File: src/sv/bnc_pkg.sv
`timescale 1ns / 1ps
// Package of shared types, codes and constants for the bracket nesting checker.
package bnc_pkg;

    typedef struct packed {
        logic [7:0] symbol;
        logic       end_of_line;
    } t_item;

    typedef struct packed {
        logic [1:0]  line_status;
        logic [14:0] illegal_points;
        logic [62:0] completion_score;
        logic        score_saturated;
    } t_result;

    // One classified character as it travels from the front to the back.
    typedef struct packed {
        logic       is_open;
        logic       is_close;
        logic [1:0] kind;
        logic       eol;
    } t_cls;

    typedef enum logic [2:0] {
        ST_RUN,
        ST_FILL,
        ST_END,
        ST_WALK,
        ST_EMIT
    } t_state;

    localparam logic [1:0] LS_COMPLETE   = 2'd0;
    localparam logic [1:0] LS_INCOMPLETE = 2'd1;
    localparam logic [1:0] LS_CORRUPTED  = 2'd2;
    localparam logic [1:0] LS_OVERFLOW   = 2'd3;

    localparam logic [7:0] CH_OPEN_PAREN   = 8'h28;
    localparam logic [7:0] CH_CLOSE_PAREN  = 8'h29;
    localparam logic [7:0] CH_OPEN_SQUARE  = 8'h5B;
    localparam logic [7:0] CH_CLOSE_SQUARE = 8'h5D;
    localparam logic [7:0] CH_OPEN_CURLY   = 8'h7B;
    localparam logic [7:0] CH_CLOSE_CURLY  = 8'h7D;
    localparam logic [7:0] CH_OPEN_ANGLE   = 8'h3C;
    localparam logic [7:0] CH_CLOSE_ANGLE  = 8'h3E;

    localparam logic [1:0] KIND_PAREN  = 2'd0;
    localparam logic [1:0] KIND_SQUARE = 2'd1;
    localparam logic [1:0] KIND_CURLY  = 2'd2;
    localparam logic [1:0] KIND_ANGLE  = 2'd3;

    localparam logic [62:0] SCORE_MAX = {63{1'b1}};

    localparam int Q_DEPTH = 4;
    localparam int Q_AW    = 2;

    function automatic logic [14:0] kind_points(input logic [1:0] kind);
        logic [14:0] pts;
        case (kind)
            KIND_PAREN:  pts = 15'd3;
            KIND_SQUARE: pts = 15'd57;
            KIND_CURLY:  pts = 15'd1197;
            KIND_ANGLE:  pts = 15'd25137;
            default:     pts = 15'd0;
        endcase
        return pts;
    endfunction

endpackage

File: src/sv/bnc_ram.sv
`timescale 1ns / 1ps
// Generic single-write, single-read RAM with a registered read port.
module bnc_ram #(
    parameter int WIDTH = 2,
    parameter int DEPTH = 128
) (
    input  logic                     i_clk,
    input  logic                     i_we,
    input  logic [$clog2(DEPTH)-1:0] i_waddr,
    input  logic [WIDTH-1:0]         i_wdata,
    input  logic [$clog2(DEPTH)-1:0] i_raddr,
    output logic [WIDTH-1:0]         o_rdata
);

    logic [WIDTH-1:0] r_mem [DEPTH];
    logic [WIDTH-1:0] r_rdata;

    always_ff @(posedge i_clk) begin
        if (i_we) begin
            r_mem[i_waddr] <= i_wdata;
        end
        r_rdata <= r_mem[i_raddr];
    end

    assign o_rdata = r_rdata;

endmodule

File: src/sv/bnc_front.sv
`timescale 1ns / 1ps
// Front end: classifies incoming characters and queues them for the back end.
module bnc_front (
    input  logic          i_clk,
    input  logic          i_rst_n,
    input  logic          push,
    input  bnc_pkg::t_item i_item,
    output logic          full,
    output logic          o_q_valid,
    output bnc_pkg::t_cls o_q_item,
    input  logic          i_q_take
);

    import bnc_pkg::*;

    t_cls             cls;
    t_cls             r_q [Q_DEPTH];
    logic [Q_AW-1:0]  r_wp;
    logic [Q_AW-1:0]  r_rp;
    logic [Q_AW:0]    r_cnt;
    logic             enq;
    logic             deq;

    always_comb begin
        cls          = '0;
        cls.eol      = i_item.end_of_line;
        case (i_item.symbol)
            CH_OPEN_PAREN:   begin cls.is_open  = 1'b1; cls.kind = KIND_PAREN;  end
            CH_OPEN_SQUARE:  begin cls.is_open  = 1'b1; cls.kind = KIND_SQUARE; end
            CH_OPEN_CURLY:   begin cls.is_open  = 1'b1; cls.kind = KIND_CURLY;  end
            CH_OPEN_ANGLE:   begin cls.is_open  = 1'b1; cls.kind = KIND_ANGLE;  end
            CH_CLOSE_PAREN:  begin cls.is_close = 1'b1; cls.kind = KIND_PAREN;  end
            CH_CLOSE_SQUARE: begin cls.is_close = 1'b1; cls.kind = KIND_SQUARE; end
            CH_CLOSE_CURLY:  begin cls.is_close = 1'b1; cls.kind = KIND_CURLY;  end
            CH_CLOSE_ANGLE:  begin cls.is_close = 1'b1; cls.kind = KIND_ANGLE;  end
            default:         cls.kind = KIND_PAREN;
        endcase
    end

    assign full      = (r_cnt == (Q_AW+1)'(Q_DEPTH));
    assign enq       = push && !full;
    assign o_q_valid = (r_cnt != '0);
    assign deq       = i_q_take && o_q_valid;
    assign o_q_item  = r_q[r_rp];

    always_ff @(posedge i_clk) begin
        if (!i_rst_n) begin
            r_wp  <= '0;
            r_rp  <= '0;
            r_cnt <= '0;
        end else begin
            if (enq) begin
                r_wp <= r_wp + 1'b1;
            end
            if (deq) begin
                r_rp <= r_rp + 1'b1;
            end
            if (enq && !deq) begin
                r_cnt <= r_cnt + 1'b1;
            end else if (deq && !enq) begin
                r_cnt <= r_cnt - 1'b1;
            end
        end
    end

    always_ff @(posedge i_clk) begin
        if (enq) begin
            r_q[r_wp] <= cls;
        end
    end

endmodule

File: src/sv/bnc_back.sv
`timescale 1ns / 1ps
// Back end: bracket stack, line state, completion score walk and result register.
module bnc_back #(
    parameter int STACK_DEPTH = 128
) (
    input  logic             i_clk,
    input  logic             i_rst_n,
    input  logic             i_q_valid,
    input  bnc_pkg::t_cls    i_q_item,
    output logic             o_q_take,
    output logic             empty,
    input  logic             pop,
    output bnc_pkg::t_result o_result
);

    import bnc_pkg::*;

    localparam int AW = $clog2(STACK_DEPTH);
    localparam int CW = $clog2(STACK_DEPTH + 1);

    t_state          r_state;
    t_state          n_state;
    logic [CW-1:0]   r_count;
    logic [CW-1:0]   n_count;
    logic            r_corrupt;
    logic            n_corrupt;
    logic [14:0]     r_points;
    logic [14:0]     n_points;
    logic            r_ovf;
    logic            n_ovf;
    logic            r_eol;
    logic            n_eol;
    logic [1:0]      r_top;
    logic [1:0]      n_top;
    logic [AW-1:0]   r_idx;
    logic [AW-1:0]   n_idx;
    logic [62:0]     r_score;
    logic [62:0]     n_score;
    logic            r_sat;
    logic            n_sat;
    logic [1:0]      r_status;
    logic [1:0]      n_status;
    logic            r_out_valid;
    logic            n_out_valid;
    t_result         r_out;
    t_result         n_out;

    logic            take;
    logic            active;
    logic            push_ok;
    logic            pop_hit;
    logic            need_fill;
    logic            slot_free;
    logic            ram_we;
    logic [AW-1:0]   ram_waddr;
    logic [AW-1:0]   ram_raddr;
    logic [1:0]      ram_rdata;
    logic [2:0]      digit;
    logic [65:0]     s5;
    logic            step_sat;
    logic [62:0]     step_score;

    bnc_ram #(
        .WIDTH (2),
        .DEPTH (STACK_DEPTH)
    ) u_stack (
        .i_clk   (i_clk),
        .i_we    (ram_we),
        .i_waddr (ram_waddr),
        .i_wdata (i_q_item.kind),
        .i_raddr (ram_raddr),
        .o_rdata (ram_rdata)
    );

    assign take      = (r_state == ST_RUN) && i_q_valid;
    assign active    = !r_corrupt && !r_ovf;
    assign push_ok   = r_count != CW'(STACK_DEPTH);
    assign pop_hit   = (r_count != '0) && (r_top == i_q_item.kind);
    assign need_fill = active && i_q_item.is_close && pop_hit && (r_count > CW'(1));
    assign slot_free = !r_out_valid || pop;

    assign digit      = {1'b0, ram_rdata} + 3'd1;
    assign s5         = {1'b0, r_score, 2'b00} + {3'b000, r_score} + {63'd0, digit};
    assign step_sat   = r_sat || (s5[65:63] != 3'b000);
    assign step_score = step_sat ? SCORE_MAX : s5[62:0];

    always_comb begin
        n_state = r_state;
        case (r_state)
            ST_RUN: begin
                if (take) begin
                    if (need_fill) begin
                        n_state = ST_FILL;
                    end else if (i_q_item.eol) begin
                        n_state = ST_END;
                    end
                end
            end
            ST_FILL: begin
                n_state = r_eol ? ST_END : ST_RUN;
            end
            ST_END: begin
                if (!r_ovf && !r_corrupt && (r_count > CW'(1))) begin
                    n_state = ST_WALK;
                end else begin
                    n_state = ST_EMIT;
                end
            end
            ST_WALK: begin
                if (r_idx == '0) begin
                    n_state = ST_EMIT;
                end
            end
            ST_EMIT: begin
                if (slot_free) begin
                    n_state = ST_RUN;
                end
            end
            default: n_state = ST_RUN;
        endcase
    end

    always_comb begin
        o_q_take  = take;
        ram_we    = take && active && i_q_item.is_open && push_ok;
        ram_waddr = r_count[AW-1:0];
        case (r_state)
            ST_WALK: ram_raddr = r_idx - 1'b1;
            default: ram_raddr = AW'(r_count - CW'(2));
        endcase
    end

    always_comb begin
        n_count     = r_count;
        n_corrupt   = r_corrupt;
        n_points    = r_points;
        n_ovf       = r_ovf;
        n_eol       = r_eol;
        n_top       = r_top;
        n_idx       = r_idx;
        n_score     = r_score;
        n_sat       = r_sat;
        n_status    = r_status;
        n_out       = r_out;
        n_out_valid = r_out_valid && !pop;
        case (r_state)
            ST_RUN: begin
                if (take) begin
                    n_eol = i_q_item.eol;
                    if (active && i_q_item.is_open) begin
                        if (push_ok) begin
                            n_count = r_count + 1'b1;
                            n_top   = i_q_item.kind;
                        end else begin
                            n_ovf = 1'b1;
                        end
                    end else if (active && i_q_item.is_close) begin
                        if (pop_hit) begin
                            n_count = r_count - 1'b1;
                        end else begin
                            n_corrupt = 1'b1;
                            n_points  = kind_points(i_q_item.kind);
                        end
                    end
                end
            end
            ST_FILL: begin
                n_top = ram_rdata;
            end
            ST_END: begin
                n_score = '0;
                n_sat   = 1'b0;
                n_idx   = AW'(r_count - CW'(2));
                if (r_ovf) begin
                    n_status = LS_OVERFLOW;
                end else if (r_corrupt) begin
                    n_status = LS_CORRUPTED;
                end else if (r_count == '0) begin
                    n_status = LS_COMPLETE;
                end else begin
                    n_status = LS_INCOMPLETE;
                    n_score  = {61'd0, r_top} + 63'd1;
                end
            end
            ST_WALK: begin
                n_score = step_score;
                n_sat   = step_sat;
                n_idx   = r_idx - 1'b1;
            end
            ST_EMIT: begin
                if (slot_free) begin
                    n_out.line_status      = r_status;
                    n_out.illegal_points   = (r_status == LS_CORRUPTED) ? r_points : 15'd0;
                    n_out.completion_score = r_score;
                    n_out.score_saturated  = r_sat;
                    n_out_valid            = 1'b1;
                    n_count                = '0;
                    n_corrupt              = 1'b0;
                    n_points               = '0;
                    n_ovf                  = 1'b0;
                    n_eol                  = 1'b0;
                end
            end
            default: begin
                n_count = r_count;
            end
        endcase
    end

    always_ff @(posedge i_clk) begin
        if (!i_rst_n) begin
            r_state     <= ST_RUN;
            r_count     <= '0;
            r_corrupt   <= 1'b0;
            r_points    <= '0;
            r_ovf       <= 1'b0;
            r_eol       <= 1'b0;
            r_out_valid <= 1'b0;
        end else begin
            r_state     <= n_state;
            r_count     <= n_count;
            r_corrupt   <= n_corrupt;
            r_points    <= n_points;
            r_ovf       <= n_ovf;
            r_eol       <= n_eol;
            r_out_valid <= n_out_valid;
        end
    end

    always_ff @(posedge i_clk) begin
        r_top    <= n_top;
        r_idx    <= n_idx;
        r_score  <= n_score;
        r_sat    <= n_sat;
        r_status <= n_status;
        r_out    <= n_out;
    end

    assign empty    = !r_out_valid;
    assign o_result = r_out;

endmodule

File: src/sv/bracket_nesting_checker_unit.sv
`timescale 1ns / 1ps
// Top level of the bracket nesting checker: front end, queue and back end.
//
// Each transfer carries one character and an end-of-line flag; one result per
// line comes out after its last character. A front end classifies characters
// into a four-entry queue; push is taken while the back end works, until full.
// The back end handles one character per cycle, except a matching closer that
// leaves the stack non-empty, which also passes through a fill state while the
// new top is read back from the stack RAM. At a line end the back end passes
// through an end state for status and, on an incomplete line, a walk state
// with one step per open bracket beyond the first for the completion score.
// The emit state then waits while an earlier result has not been popped.
// The result register holds one finished line while the next line is scanned.
module bracket_nesting_checker_unit #(
    parameter int STACK_DEPTH = 128
) (
    input  logic             i_clk,
    input  logic             i_rst_n,
    input  logic             push,
    input  bnc_pkg::t_item   i_item,
    output logic             full,
    output logic             empty,
    input  logic             pop,
    output bnc_pkg::t_result o_result
);

    import bnc_pkg::*;

    logic q_valid;
    t_cls q_item;
    logic q_take;

    bnc_front u_front (
        .i_clk     (i_clk),
        .i_rst_n   (i_rst_n),
        .push      (push),
        .i_item    (i_item),
        .full      (full),
        .o_q_valid (q_valid),
        .o_q_item  (q_item),
        .i_q_take  (q_take)
    );

    bnc_back #(
        .STACK_DEPTH (STACK_DEPTH)
    ) u_back (
        .i_clk     (i_clk),
        .i_rst_n   (i_rst_n),
        .i_q_valid (q_valid),
        .i_q_item  (q_item),
        .o_q_take  (q_take),
        .empty     (empty),
        .pop       (pop),
        .o_result  (o_result)
    );

`ifndef SYNTHESIS
    a_score_only_incomplete: assert property (@(posedge i_clk) disable iff (!i_rst_n)
        (!empty && (o_result.line_status != LS_INCOMPLETE)) |->
            ((o_result.completion_score == '0) && !o_result.score_saturated))
        else $error("Score reported on a line that is not incomplete.");

    a_points_only_corrupted: assert property (@(posedge i_clk) disable iff (!i_rst_n)
        (!empty && (o_result.line_status != LS_CORRUPTED)) |->
            (o_result.illegal_points == '0))
        else $error("Illegal points reported on a line that is not corrupted.");

    a_saturated_max: assert property (@(posedge i_clk) disable iff (!i_rst_n)
        (!empty && o_result.score_saturated) |-> (o_result.completion_score == SCORE_MAX))
        else $error("Saturated score is not at its maximum.");
`endif

endmodule
File: config.mk
export PLATFORM = sky130hd
export DESIGN_NAME = bracket_nesting_checker_unit
export DESIGN_NICKNAME = d
export VERILOG_FILES = /design/src/sv/bnc_pkg.sv /design/src/sv/bnc_ram.sv /design/src/sv/bnc_front.sv /design/src/sv/bnc_back.sv /design/src/sv/bracket_nesting_checker_unit.sv
export SDC_FILE = /design/constraint.sdc
export NUM_CORES = 1
export LEC_CHECK = 0
export ABC_CLOCK_PERIOD_IN_PS = 6300
export BUFFER_PORTS_ARGS = -buffer_cell sky130_fd_sc_hd__buf_2
export CAP_MARGIN = 15
export CELL_PAD_IN_SITES_DETAIL_PLACEMENT = 1
export CELL_PAD_IN_SITES_GLOBAL_PLACEMENT = 1
export CORE_AREA = 5 5 211 254
export CTS_BUF_LIST = sky130_fd_sc_hd__clkbuf_16
export DETAILED_ROUTE_END_ITERATION = 10
export DIE_AREA = 0 0 216 259
export HOLD_SLACK_MARGIN = 0.02
export PLACE_DENSITY = 0.75
export SKIP_LAST_GASP = 1
export SLEW_MARGIN = 20
export SYNTH_ARGS = -nofsm -noshare
export SYNTH_HDL_FRONTEND = slang
export SYNTH_SLANG_ARGS = --single-unit
File: constraint.sdc
create_clock -name i_clk -period 6.3 [get_ports i_clk]
set_input_delay 0.315 -clock i_clk [delete_from_list [all_inputs] [get_ports i_clk]]
set_output_delay 0.315 -clock i_clk [all_outputs]
set_load 0.1 [all_outputs]
==> results.py <==
metrics = {
    "status": {
        "status": "complete, no violations",
    },
    "place": {
        "place_congestion": 0.864,
        "dp_hpwl_mm": 38.5,
        "io_buffers": 91,
    },
    "min_path": {
        "hold_class": "input port to flop",
        "holdPathStages": 4,
    },
    "yosys": {
        "syn_avg_cell_area_um2": 11.2,
        "synthCells": 2013,
        "synth_ff_type": "edfxtp_1",
        "synth_edf_count": 424,
        "synth-seq-cells": 456,
        "netlist_area_mm2": 0.0226,
        "yosysSeqAreaShare": 0.591,
        "yosysWarningCount": 0,
        "yosys.cell_types.count": 74,
        "postSynth.asyncResetShare": 0,
    },
    "power_and_ir_drop": {
        "powerDensity_mw_per_mm2": 509,
        "peakVddDrop_mv": 0.271,
        "p_leak_nw": 8.85,
    },
    "global_routing": {
        "grt_max_degree": 114,
        "grt_pass1_vias": 17237,
        "antenna_found_initial": 0,
        "grt.overflow.total": 0,
        "track_usage": 0.205,
        "grt_pass1_wl_mm": 92.7,
    },
    "sta": {
        "rsz0062_at_grt": "no",
        "drv_slew": 0,
        "slew_headroom": 0.283,
        "fin_crit_ns": 4.85,
        "tns_ns": 0,
        "finalCritPeriodShare": 0.770,
        "tightest_slew_ns": 1.07,
        "finalClockSkew_ns": 0.0253,
        "timing_hold_violations_final": 0,
        "finalSetupViolations": 0,
        "fmax_mhz": 206,
    },
    "drt": {
        "via_per_inst": 5.83,
        "first_pass_iters": 5,
        "post-route-drc-count": 0,
        "wl_per_cell_um": 21.4,
        "ant_nets": 0,
        "drtIter0Drc": 984,
        "drt_wl_total_mm": 58.9,
        "vias": 16002,
    },
    "cts": {
        "numCtsBuffers": 46,
        "cts_root_buf": "clkbuf_16",
        "cts_tree": "built",
        "cts_resized": 0,
        "post_cts_buffers": 0,
        "worstSkewPairLatency_ns": 0.59,
        "clock_path_buffers": 3,
        "clkTransAtPathRegs_ns": 0.06,
        "clock-sinks": 456,
        "holdBufCountCts": 1,
        "h-tree-depth": 2,
    },
    "floorplanning": {
        "die_h_um": 259,
        "start_util": 0.445,
        "core_area_mm2": 0.0509,
        "rows": 91,
        "ioPinCount": 96,
        "die_width_um": 216,
        "die_area_mm2": 0.0559,
    },
    "cells_and_area": {
        "layout-drive-gt1-share": 0.109,
        "mostFrequentLayoutCell": "edfxtp_1",
        "syn_to_final_growth_pct": 11.2,
        "utilization": 0.494,
        "final_cell_mix": "edfxtp_1, nand2_1, nor2_1",
        "layout.nets": 2155,
        "diodes": 0,
    },
    "flow_run": {
        "drv_cap": 0,
    },
    "worst_setup_path": {
        "startpoint": "u_back.r_score[0]$_DFFE_PP_",
        "worstPathRequired_ns": 6.59,
        "cp_max_fo": 38,
        "cp.arrival_ns": 5.14,
        "timing.rr.start": "u_back.r_score[0]$_DFFE_PP_",
        "timing.rr.end": "u_back.r_score[62]$_SDFFCE_PN0P_",
        "critPathLaunchType": "flop",
        "r2r_cells": 16,
        "crit_end": "u_back.r_score[62]$_SDFFCE_PN0P_",
        "reg2reg_setup_slack_ns": 1.45,
        "worst-setup-path-type": "flop to flop",
        "critPathCaptureType": "flop",
    },
}
==> power by group <==
group	switching [mW]	leakage (nW)	internal [mW]
Sequential	0.286	4.15	3.99
Clock	1.17	0.776	1.64
Combinational	3.98	3.93	1.76
Total	5.43	8.85	7.38
==> worst max-delay path, stage by stage (launching register included) <==
cell and delay, ns:
edfxtp_1 0.43, inv_1 0.09, ha_1 0.17, inv_1 0.06, fa_1 0.43, a211oi_2 0.25
o211ai_1 0.14, a221oi_2 0.45, nor3_1 0.15, o2111a_1 0.33, o211ai_2 0.23, a21oi_1 0.10
o31a_1 0.11, nor4_1 0.36, and2_2 0.78, buf_4 0.37, a21oi_1 0.10
==> worst min path at each step <==
stage | start | to | slack (ns)
after global routing | pop | u_back.r_out_valid$_SDFF_PN0_ | 0.10
after global placement | u_back.r_status[1]$_SDFFCE_PP1N_ | u_back.o_result[80]$_DFFE_PP_ | 0.45
after detailed placement | u_back.r_status[0]$_SDFFCE_PP1N_ | u_back.o_result[79]$_DFFE_PP_ | 0.46
after floorplan | i_item[0] | u_front.r_q[0][0]$_DFFE_PP_ | 0.41
after CTS | pop | u_back.r_state[2]$_SDFFE_PN0P_ | 0.04
final | pop | u_back.r_state[2]$_SDFFE_PN0P_ | 0.07
==> layout make-up <==
class / count / area (um^2)
Clock inverter: 38 / 353
Inverter: 44 / 168
Sequential cell: 456 / 13400
Multi-Input combinational cell: 1391 / 8590
Clock buffer: 47 / 1180
Fill cell: 5357 / 25700
Timing Repair Buffer: 119 / 688
Tap cell: 651 / 815
==> through the flow <==
stage | hold WS (ns) | total power, mW | setup slack, ns | instance area (um^2) | std cells
after CTS | 0.0367 | 12.9 | 1.43 | 25200 | 2746
after global routing | 0.100 | 13.6 | 1.09 | 25200 | 2746
final | 0.0732 | 12.8 | 1.45 | 25200 | 2746
after detailed placement | 0.465 | 10.0 | 1.45 | 23600 | 2660
after global placement | 0.447 | 9.86 | 1.60 | 23600 | 2660
after floorplan | 0.414 | 8.64 | 0.420 | 22600 | 2016
==> logic make-up (layout without fill, tap and decap cells) <==
logic type | Yosys count | count (layout) | share of synthesized area
buffers and inverters | 169 | 248 | 0.0328
DFF | 456 | 456 | 0.591
xor gates and xnor gates | 82 | 82 | 0.0317
and+or+nand+nor | 673 | 673 | 0.135
adders and majority gates | 84 | 84 | 0.0471
other | 1 | 4 | 0.000166
muxes | 10 | 10 | 0.00730
AOI/OAI and AO/OA | 538 | 538 | 0.156
==> state kept, by name, indices dropped and copies added (netlist names), named ones only <==
register,cells
u_back.r_top,2
u_back.r_points,7
u_back.r_sat,1
u_back.r_idx,7
u_back.u_stack.o_rdata,2
u_front.r_rp,2
u_back.r_eol,1
u_back.r_count,8
u_front.r_cnt,3
u_front.r_q,20
u_front.r_wp,2
u_back.r_status,2
u_back.r_ovf,1
u_back.r_score,63
u_back.r_out_valid,1
u_back.o_result,73
u_back.u_stack.r_mem,256
u_back.r_state,3
==> cell usage after synthesis (7+ instances only) <==
library cell,instances,area [um^2]
nor3_1,24,120
dfxtp_1,32,641
a21o_1,31,233
or3_1,9,56.3
nand4_1,26,163
buf_2,19,95.1
a21oi_1,176,881
nand2_1,254,953
xor2_1,36,315
xnor2_1,46,403
o21bai_1,11,82.6
buf_4,8,60.1
clkbuf_1,83,312
o21a_1,13,97.6
nor3b_1,9,67.6
o211ai_1,10,75.1
nand3_1,10,50.1
a311oi_1,32,280
a211oi_1,99,743
o21ai_0,58,290
ha_1,82,1030
nor2_1,205,769
and2_1,86,538
nor2b_1,20,125
edfxtp_1,424,12700
buf_6,7,78.8
a21oi_2,20,175
inv_1,42,158
a31oi_1,41,257
nor4_1,8,50.1
buf_1,7,26.3
==> routing by layer <==
metal,GRT usage,share of wire
met4,0.0809,0.036
met3,0.0278,0.040
met5,0,0
met2,0.383,0.53
met1,0.239,0.40
No activity file was read; power rests on OpenSTA's default activity.
